==> src/bsap_pkg.sv <==
// Package for the bulk string array parser: phase, error and command codes,
// character constants, size limits and the state and result structs.
// Depends on nothing; bsap_step and the top level import it.
package bsap_pkg;

  // Size limits of one request.
  localparam int unsigned MAX_ELEMENTS      = 256;
  localparam int unsigned MAX_ELEMENT_BYTES = 16384;

  // Parser phases.
  localparam logic [2:0] PH_STAR   = 3'd0;
  localparam logic [2:0] PH_COUNT  = 3'd1;
  localparam logic [2:0] PH_DOLLAR = 3'd2;
  localparam logic [2:0] PH_LENGTH = 3'd3;
  localparam logic [2:0] PH_DATA   = 3'd4;
  localparam logic [2:0] PH_DONE   = 3'd5;
  localparam logic [2:0] PH_ERROR  = 3'd6;

  // Error codes.
  localparam logic [2:0] ERR_NONE   = 3'd0;
  localparam logic [2:0] ERR_STAR   = 3'd1;
  localparam logic [2:0] ERR_DOLLAR = 3'd2;
  localparam logic [2:0] ERR_COUNT  = 3'd3;
  localparam logic [2:0] ERR_LENGTH = 3'd4;

  // Input command codes.
  localparam logic CMD_BYTE    = 1'b0;
  localparam logic CMD_RESTART = 1'b1;

  // Characters of the request syntax.
  localparam logic [7:0] CH_STAR   = 8'h2A;
  localparam logic [7:0] CH_DOLLAR = 8'h24;
  localparam logic [7:0] CH_LF     = 8'h0A;
  localparam logic [7:0] CH_ZERO   = 8'h30;
  localparam logic [7:0] CH_NINE   = 8'h39;

  typedef struct packed {
    logic [2:0]  phase;
    logic [8:0]  count;
    logic [8:0]  index;
    logic [14:0] dlen;
    logic [14:0] flen;
    logic [2:0]  err;
  } bsap_state_t;

  typedef struct packed {
    logic       data_valid;
    logic [7:0] data_byte;
    logic [7:0] element_index;
    logic       element_end;
    logic       command_done;
    logic [2:0] error_code;
    logic [8:0] element_count;
  } bsap_result_t;

endpackage

==> src/bsap_if.sv <==
// Stream interfaces of the bulk string array parser: the byte input channel
// and the result channel, each with valid/ready and its payload.
// Depends on nothing.
interface bsap_in_if;
  logic       valid;
  logic       ready;
  logic       cmd;
  logic [7:0] data_in;

  modport source (output valid, output cmd, output data_in, input ready);
  modport sink   (input valid, input cmd, input data_in, output ready);
endinterface

interface bsap_out_if;
  logic       valid;
  logic       ready;
  logic       data_valid;
  logic [7:0] data_byte;
  logic [7:0] element_index;
  logic       element_end;
  logic       command_done;
  logic [2:0] error_code;
  logic [8:0] element_count;

  modport source (output valid, output data_valid, output data_byte,
                  output element_index, output element_end, output command_done,
                  output error_code, output element_count, input ready);
  modport sink   (input valid, input data_valid, input data_byte,
                  input element_index, input element_end, input command_done,
                  input error_code, input element_count, output ready);
endinterface

==> src/bsap_step.sv <==
// Next-state and result logic of the parser for one byte or restart beat.
// Depends on bsap_pkg.
module bsap_step (
  input  bsap_pkg::bsap_state_t  state_r,
  input  logic                   cmd,
  input  logic [7:0]             data_in,
  output bsap_pkg::bsap_state_t  state_nxt,
  output bsap_pkg::bsap_result_t result
);
  import bsap_pkg::*;

  logic        is_digit;
  logic [11:0] cnt_ext;
  logic [11:0] cnt_acc;
  logic [17:0] len_ext;
  logic [17:0] len_acc;
  logic [8:0]  idx_inc;
  logic [14:0] flen_inc;

  // Decimal accumulation: x * 10 + digit, with the digit taken from the low
  // nibble of an ASCII digit.
  assign is_digit = (data_in >= CH_ZERO) && (data_in <= CH_NINE);
  assign cnt_ext  = {3'd0, state_r.count};
  assign cnt_acc  = (cnt_ext << 3) + (cnt_ext << 1) + {8'd0, data_in[3:0]};
  assign len_ext  = {3'd0, state_r.dlen};
  assign len_acc  = (len_ext << 3) + (len_ext << 1) + {14'd0, data_in[3:0]};
  assign idx_inc  = state_r.index + 9'd1;
  assign flen_inc = state_r.flen + 15'd1;

  always_comb begin
    state_nxt = state_r;
    result    = '0;

    if (cmd == CMD_RESTART) begin
      state_nxt = '0;
      state_nxt.phase = PH_STAR;
    end else begin
      unique case (state_r.phase)
        PH_STAR: begin
          if (data_in == CH_STAR) begin
            state_nxt.phase = PH_COUNT;
          end else begin
            state_nxt.phase = PH_ERROR;
            state_nxt.err   = ERR_STAR;
          end
        end
        PH_COUNT: begin
          if (data_in == CH_LF) begin
            state_nxt.phase = (state_r.count != 9'd0) ? PH_DOLLAR : PH_DONE;
          end else if (is_digit) begin
            if (cnt_acc > 12'(MAX_ELEMENTS)) begin
              state_nxt.phase = PH_ERROR;
              state_nxt.err   = ERR_COUNT;
            end else begin
              state_nxt.count = cnt_acc[8:0];
            end
          end
        end
        PH_DOLLAR: begin
          if (data_in == CH_DOLLAR) begin
            state_nxt.phase = PH_LENGTH;
            state_nxt.dlen  = '0;
            state_nxt.flen  = '0;
          end else begin
            state_nxt.phase = PH_ERROR;
            state_nxt.err   = ERR_DOLLAR;
          end
        end
        PH_LENGTH: begin
          if (data_in == CH_LF) begin
            if (state_r.dlen != 15'd0) begin
              state_nxt.phase = PH_DATA;
            end else begin
              // An empty element closes at once with an end mark.
              result.element_end   = 1'b1;
              result.element_index = state_r.index[7:0];
              state_nxt.index      = idx_inc;
              state_nxt.phase      = (idx_inc < state_r.count) ? PH_DOLLAR : PH_DONE;
            end
          end else if (is_digit) begin
            if (len_acc > 18'(MAX_ELEMENT_BYTES)) begin
              state_nxt.phase = PH_ERROR;
              state_nxt.err   = ERR_LENGTH;
            end else begin
              state_nxt.dlen = len_acc[14:0];
            end
          end
        end
        PH_DATA: begin
          result.data_valid    = 1'b1;
          result.data_byte     = data_in;
          result.element_index = state_r.index[7:0];
          state_nxt.flen       = flen_inc;
          if (flen_inc >= state_r.dlen) begin
            result.element_end = 1'b1;
            state_nxt.index    = idx_inc;
            state_nxt.phase    = (idx_inc < state_r.count) ? PH_DOLLAR : PH_DONE;
          end
        end
        PH_DONE: begin
        end
        default: begin
          // The error phase and any meaningless code park in the error phase.
          state_nxt.phase = PH_ERROR;
        end
      endcase
    end

    result.command_done  = (state_nxt.phase == PH_DONE);
    result.error_code    = state_nxt.err;
    result.element_count = state_nxt.count;
  end

endmodule

==> src/bulk_string_array_parser_top.sv <==
// Path: an accepted beat waits in the input register until the parser step
// can commit; its result is then registered in the result register.
// Throughput: one byte or restart beat per cycle unless the result stalls,
// set by the single parser step between the input and result registers.
// Reset: synchronous, active low; clears the parser state to "expect '*'"
// with zero count, index, lengths and error, and empties both registers.
// Top level of the bulk string array parser; depends on bsap_pkg, the
// interfaces in bsap_if and the step logic in bsap_step.
module bulk_string_array_parser_top (
  input logic         clk,
  input logic         rst_n,
  bsap_in_if.sink     in_bus,
  bsap_out_if.source  out_bus
);
  import bsap_pkg::*;

  // Input register stage. It holds one accepted beat until the parser step
  // can commit its result into the output register.
  logic       in_v_r;
  logic       in_cmd_r;
  logic [7:0] in_data_r;

  // Parser state and result register.
  bsap_state_t  state_r;
  bsap_state_t  state_nxt;
  bsap_result_t res_nxt;
  bsap_result_t res_r;
  logic         out_v_r;

  logic advance;
  logic in_take;

  // The step fires when there is a beat in the input register and the
  // output register is either empty or being drained in this cycle. The
  // input register frees up in the same cycle, so a new beat can enter
  // while a finished result is still waiting at the output.
  assign advance      = in_v_r && (!out_v_r || out_bus.ready);
  assign in_bus.ready = !in_v_r || advance;
  assign in_take      = in_bus.valid && in_bus.ready;

  bsap_step u_step (
    .state_r   (state_r),
    .cmd       (in_cmd_r),
    .data_in   (in_data_r),
    .state_nxt (state_nxt),
    .result    (res_nxt)
  );

  always_ff @(posedge clk) begin
    if (!rst_n) begin
      in_v_r <= 1'b0;
    end else if (in_take) begin
      in_v_r <= 1'b1;
    end else if (advance) begin
      in_v_r <= 1'b0;
    end
  end

  always_ff @(posedge clk) begin
    if (in_take) begin
      in_cmd_r  <= in_bus.cmd;
      in_data_r <= in_bus.data_in;
    end
  end

  // The parser state moves only when a step commits its result.
  always_ff @(posedge clk) begin
    if (!rst_n) begin
      state_r <= '{phase: PH_STAR, count: '0, index: '0, dlen: '0, flen: '0,
                   err: ERR_NONE};
    end else if (advance) begin
      state_r <= state_nxt;
    end
  end

  always_ff @(posedge clk) begin
    if (!rst_n) begin
      out_v_r <= 1'b0;
    end else if (advance) begin
      out_v_r <= 1'b1;
    end else if (out_bus.ready) begin
      out_v_r <= 1'b0;
    end
  end

  always_ff @(posedge clk) begin
    if (advance) begin
      res_r <= res_nxt;
    end
  end

  assign out_bus.valid         = out_v_r;
  assign out_bus.data_valid    = res_r.data_valid;
  assign out_bus.data_byte     = res_r.data_byte;
  assign out_bus.element_index = res_r.element_index;
  assign out_bus.element_end   = res_r.element_end;
  assign out_bus.command_done  = res_r.command_done;
  assign out_bus.error_code    = res_r.error_code;
  assign out_bus.element_count = res_r.element_count;

  // Payload bytes only flow while no error has been recorded.
  a_data_no_error: assert property (@(posedge clk) disable iff (!rst_n)
    out_v_r && res_r.data_valid |-> res_r.error_code == ERR_NONE)
    else $error("payload byte emitted with an error recorded");

  // While elements are still expected, the index stays below the count.
  a_index_in_range: assert property (@(posedge clk) disable iff (!rst_n)
    (state_r.phase == PH_DOLLAR || state_r.phase == PH_LENGTH ||
     state_r.phase == PH_DATA) |-> state_r.index < state_r.count)
    else $error("element index reached the declared count mid-command");

  // The declared count never exceeds the element limit.
  a_count_limit: assert property (@(posedge clk) disable iff (!rst_n)
    {3'd0, state_r.count} <= 12'(MAX_ELEMENTS))
    else $error("declared count above the element limit");

  // Input backpressure only comes from a stalled result.
  a_ready_cause: assert property (@(posedge clk) disable iff (!rst_n)
    !in_bus.ready |-> (out_v_r && !out_bus.ready))
    else $error("input stalled without a stalled result");

  // In a cycle where no step commits, the parser state holds.
  a_state_holds: assert property (@(posedge clk) disable iff (!rst_n)
    !advance |=> $stable(state_r))
    else $error("parser state moved without a committed step");

endmodule
==> src/flat_wrapper.sv <==
// flat-port wrapper written by rule: the top's interface ports become plain ports
module bulk_string_array_parser_top_flat import bsap_pkg::*;
  (clk, rst_n, in_bus_valid, in_bus_cmd, in_bus_data_in, in_bus_ready, out_bus_valid, out_bus_data_valid, out_bus_data_byte, out_bus_element_index, out_bus_element_end, out_bus_command_done, out_bus_error_code, out_bus_element_count, out_bus_ready);
  bsap_in_if in_bus_i ();
  bsap_out_if out_bus_i ();
  input logic clk;
  input logic rst_n;
  input wire logic [$bits(in_bus_i.valid)-1:0] in_bus_valid;
  input wire logic [$bits(in_bus_i.cmd)-1:0] in_bus_cmd;
  input wire logic [$bits(in_bus_i.data_in)-1:0] in_bus_data_in;
  output wire logic [$bits(in_bus_i.ready)-1:0] in_bus_ready;
  output wire logic [$bits(out_bus_i.valid)-1:0] out_bus_valid;
  output wire logic [$bits(out_bus_i.data_valid)-1:0] out_bus_data_valid;
  output wire logic [$bits(out_bus_i.data_byte)-1:0] out_bus_data_byte;
  output wire logic [$bits(out_bus_i.element_index)-1:0] out_bus_element_index;
  output wire logic [$bits(out_bus_i.element_end)-1:0] out_bus_element_end;
  output wire logic [$bits(out_bus_i.command_done)-1:0] out_bus_command_done;
  output wire logic [$bits(out_bus_i.error_code)-1:0] out_bus_error_code;
  output wire logic [$bits(out_bus_i.element_count)-1:0] out_bus_element_count;
  input wire logic [$bits(out_bus_i.ready)-1:0] out_bus_ready;
  assign in_bus_i.valid = in_bus_valid;
  assign in_bus_i.cmd = in_bus_cmd;
  assign in_bus_i.data_in = in_bus_data_in;
  assign in_bus_ready = in_bus_i.ready;
  assign out_bus_valid = out_bus_i.valid;
  assign out_bus_data_valid = out_bus_i.data_valid;
  assign out_bus_data_byte = out_bus_i.data_byte;
  assign out_bus_element_index = out_bus_i.element_index;
  assign out_bus_element_end = out_bus_i.element_end;
  assign out_bus_command_done = out_bus_i.command_done;
  assign out_bus_error_code = out_bus_i.error_code;
  assign out_bus_element_count = out_bus_i.element_count;
  assign out_bus_i.ready = out_bus_ready;
  bulk_string_array_parser_top u_core (.clk(clk), .rst_n(rst_n), .in_bus(in_bus_i), .out_bus(out_bus_i));
endmodule
==> config.mk <==
export PLATFORM = sky130hd
export DESIGN_NAME = bulk_string_array_parser_top_flat
export DESIGN_NICKNAME = d
export VERILOG_FILES = /design/src/bsap_pkg.sv /design/src/bsap_if.sv /design/src/bsap_step.sv /design/src/bulk_string_array_parser_top.sv /design/src/flat_wrapper.sv
export SDC_FILE = /design/constraint.sdc
export NUM_CORES = 1
export LEC_CHECK = 0
export BUFFER_PORTS_ARGS = -buffer_cell sky130_fd_sc_hd__buf_4
export CAP_MARGIN = 20
export CORE_MARGIN = 3
export CORE_UTILIZATION = 47
export CTS_BUF_LIST = sky130_fd_sc_hd__clkbuf_4 sky130_fd_sc_hd__clkbuf_8
export CTS_CLUSTER_DIAMETER = 60
export CTS_CLUSTER_SIZE = 25
export DETAILED_ROUTE_END_ITERATION = 7
export PLACE_DENSITY = 0.7
export SKIP_LAST_GASP = 1
export SYNTH_ARGS = -nofsm -noshare
export SYNTH_HDL_FRONTEND = slang
export SYNTH_HIERARCHICAL = 1
export SYNTH_SLANG_ARGS = --single-unit
==> constraint.sdc <==
create_clock -name clk -period 4.8 [get_ports clk]
set_input_delay 0.96 -clock clk [delete_from_list [all_inputs] [get_ports clk]]
set_output_delay 0.96 -clock clk [all_outputs]
set_load 0.02 [all_outputs]
==> impl_metrics.py <==
metrics = {
    "worst_setup_path": {
        "cp.required_ns": 5.05,
        "crit_path_start": "u_core/in_data_r[3]$_DFFE_PP_",
        "cpPeakStageDelay_ns": 0.60,
        "worstPathCellList": "inv_1 > fa_1 > fa_1 > nand2b_1 > a21o_1 > a21o_1 > a311oi_1 > o21ai_0 > nor4_1 > o21ai_1 > buf_4 > a22o_2 > nand2_1 > mux2i_1",
        "crit_type": "reg2reg",
        "critPathTopFamily": "compound AO/OA/AOI/OAI gates",
        "worst_path_max_delay_cell": "nor4_1",
        "critPathBufInv": 2,
        "r2r_start": "u_core/in_data_r[3]$_DFFE_PP_",
        "crit_fanout": 15,
        "critPathArrivalTime_ns": 4.92,
        "start_kind": "register",
        "end_kind": "register",
    },
    "synth": {
        "avgSynthCellArea_um2": 8.76,
        "syn_inst": 846,
        "synth_top_area_frac": 0.162,
        "synth_edf_count": 40,
        "ys_types": 65,
        "synth_seq_cells": 96,
        "synth_area_leaders": "edfxtp_1, dfxtp_1, ha_1",
        "syn_nets": 935,
        "synth_area_mm2": 0.00741,
        "ys.flop_type": "dfxtp_1",
        "yosysTopAreaCell": "edfxtp_1",
        "yosysWarnings": 6,
        "synthArstFlopShare": 0,
        "ys_seq_area_frac": 0.313,
    },
    "routing": {
        "met1_length_mm": 8.05,
        "drt-initial-drc-count": 365,
        "viasPerCell": 5.57,
        "top_layer_used": "met4",
        "via_count": 5984,
        "drtAntennaViolNets": 0,
        "drc": 0,
        "met2WireLength_mm": 7.34,
        "dr_wl_met3_um": 670,
        "wirelength_mm": 16.3,
        "wl_per_cell_um": 15.2,
        "drtPass1Iterations": 5,
    },
    "floorplan": {
        "initial_core_util": 0.484,
        "row_count": 45,
        "core_mm2": 0.0153,
        "die-area_mm2": 0.0173,
        "die_x_um": 132,
        "die_y_um": 132,
        "io_pins": 46,
    },
    "finish": {
        "fin_nets": 948,
        "n_antenna_cell": 0,
        "fin_cells": 1075,
        "layout-drive-gt1-share": 0.0984,
        "final_core_util": 0.518,
        "syn2layout_area_growth_pct": 6.97,
        "final_area_mm2": 0.00793,
    },
    "global_routing": {
        "overflow": 0,
        "grt_antenna_before_repair": 0,
        "grt_max_degree": 111,
        "grtUsageTotal": 0.187,
        "grt_pass1_wl_mm": 27.3,
        "grt_pass1_vias": 5538,
    },
    "timing": {
        "final_hold_viol_count": 0,
        "clock_skew_ns": 0.0171,
        "setup_violations": 0,
        "drv_slew": 0,
        "period_minus_slack_ns": 4.68,
        "post-route-period-util": 0.974,
        "relSlewSlack": 0.288,
        "fmax_mhz": 214,
        "finalWorstSetupSlack_ns": 0.124,
        "worst_pin_slew_ns": 1.07,
    },
    "place": {
        "port_buffers": 45,
        "hpwlAfterDp_mm": 11.6,
        "numPlacedInstances": 1059,
        "dpl_worst_slack_ns": 0.301,
        "dpl-instance-area_mm2": 0.00774,
        "gp_congestion": 0.903,
    },
    "cts": {
        "clock_tree.root_cell": "clkbuf_8",
        "clk_pin_slew_worst_paths_ns": 0.10,
        "cts_tree": "yes",
        "cts_sinks": 96,
        "numCtsBuffers": 9,
        "worst_skew_pair.late_latency_ns": 0.39,
        "cts.htree.levels": 3,
        "clk_path_buf_depth": 2,
        "cts_setup_buffers": 0,
    },
    "power_and_ir_drop": {
        "power.leakage_nw": 3.24,
        "power_density_mw_per_mm2": 194,
        "peakVddDrop_v": 0.000185,
    },
    "worst_hold_path": {
        "hold_class": "reg2reg",
        "hp-start": "u_core/state_r[0]$_SDFFE_PN0P_",
    },
    "outcome": {
        "status": "finished, final reports clean",
    },
    "job": {
        "drv_cap": 0,
    },
}
## sequential cells by signal (all words and copies together), names as in the netlist, 3 cells and up
register,cells
u_core/state_r,54
u_core/in_data_r,8
u_core/out_bus.error_code,3
u_core/out_bus.data_byte,8
u_core/out_bus.element_index,8
u_core/out_bus.element_count,9
## logic make-up (layout without fill, tap and decap cells)
kind of cell,count (synthesis),after routing,synth area share
muxes,67,67,0.0908
DFF,96,96,0.313
xor gates and xnor gates,44,44,0.0520
and+or+nand+nor,313,313,0.197
buffers and inverters,90,108,0.0672
adders and majority gates,76,76,0.132
AOI/OAI and AO/OA,160,160,0.147
## area by class of cell
cell class | instances | area (um2)
well taps | 211 | 264
clock buffers | 10 | 131
fillers | 1483 | 7390
clock inverters | 6 | 51.3
multi-input cells | 660 | 4600
flip-flops and latches | 96 | 2320
repair buffers | 53 | 410
inverters | 39 | 146
## power by group
group | leakage (nW) | total (mW) | internal (mW) | switching, mW
combinational | 2.32 | 0.135 | 0.0507 | 0.0843
clock | 0.0966 | 0.515 | 0.203 | 0.313
sequential | 0.828 | 0.887 | 0.868 | 0.0194
total | 3.24 | 1.54 | 1.12 | 0.416
## cells in the mapped netlist (6+ instances only)
| library cell | count |
|---|---|
| xnor2_1 | 17 |
| dfxtp_1 | 56 |
| clkbuf_1 | 26 |
| o211ai_1 | 7 |
| a21oi_1 | 35 |
| edfxtp_1 | 40 |
| buf_4 | 13 |
| nor2b_1 | 10 |
| o21a_1 | 8 |
| nand2b_1 | 13 |
| and2_1 | 15 |
| nor3_1 | 7 |
| inv_1 | 39 |
| a21o_1 | 8 |
| buf_12 | 6 |
| a211oi_1 | 7 |
| o2bb2ai_1 | 8 |
| nor4_1 | 11 |
| mux2i_1 | 65 |
| and3_1 | 18 |
| o21ai_0 | 35 |
| nor2_1 | 53 |
| ha_1 | 72 |
| nand2_1 | 148 |
| nand3_1 | 16 |
| a22o_1 | 12 |
| xor2_1 | 27 |
## tightest hold or removal path: cells and delay by family, from the launching register on
| kind | cells | cell delay, ns |
|---|---|---|
| flops | 1 | 0.33 |
| mux | 1 | 0.06 |
| simple gates | 1 | 0.05 |
## what timing repair did
action | CTS | global route
setup endpoints to repair | 0 | 16
hold buffers | 0 | 0
gates resized for setup | 0 | 1
## cells in the final DEF, fill, tap and decap left out, drive strengths merged, types with 10 or more instances in the layout
cell type	instances
mux2i	65
dfxtp	56
a21oi	36
inv	42
o21ai	36
and2	15
nand3	16
a22o	17
ha	72
nor2b	12
buf	53
edfxtp	40
and3	18
nor4	11
clkbuf	10
nor2	53
xor2	27
nand2b	13
xnor2	17
nand2	148
## per-layer routing
| metal | vias up | global-route usage |
|---|---|---|
| met5 | - | 0 |
| met4 | 0 | 0.0432 |
| met3 | 22 | 0.0387 |
| met2 | 133 | 0.299 |
| met1 | 2818 | 0.262 |
| li1 | 3011 | - |
## path summary, 6_finish.rpt
check	end	slack (ns)	cells past startpoint
worst max-delay path	u_core/state_r[20]$_SDFFE_PN0P_	0.12	14
worst min-delay path	u_core/state_r[0]$_SDFFE_PN0P_	0.48	2
worst min register to register	u_core/state_r[0]$_SDFFE_PN0P_	0.48	2
worst max register to register	u_core/state_r[20]$_SDFFE_PN0P_	0.12	14
## per-stage QoR
| step | hold slack (ns) | TNS, ns | total power [mW] |
|---|---|---|---|
| after floorplan | 0.434 | 0 | 1.00 |
| after global placement | 0.451 | 0 | 1.04 |
| after detailed placement | 0.460 | 0 | 1.04 |
| after CTS | 0.477 | 0 | 1.56 |
| after global routing | 0.506 | -0.169 | 1.60 |
| final | 0.481 | 0 | 1.54 |
Power figures use the tool's default switching activity.
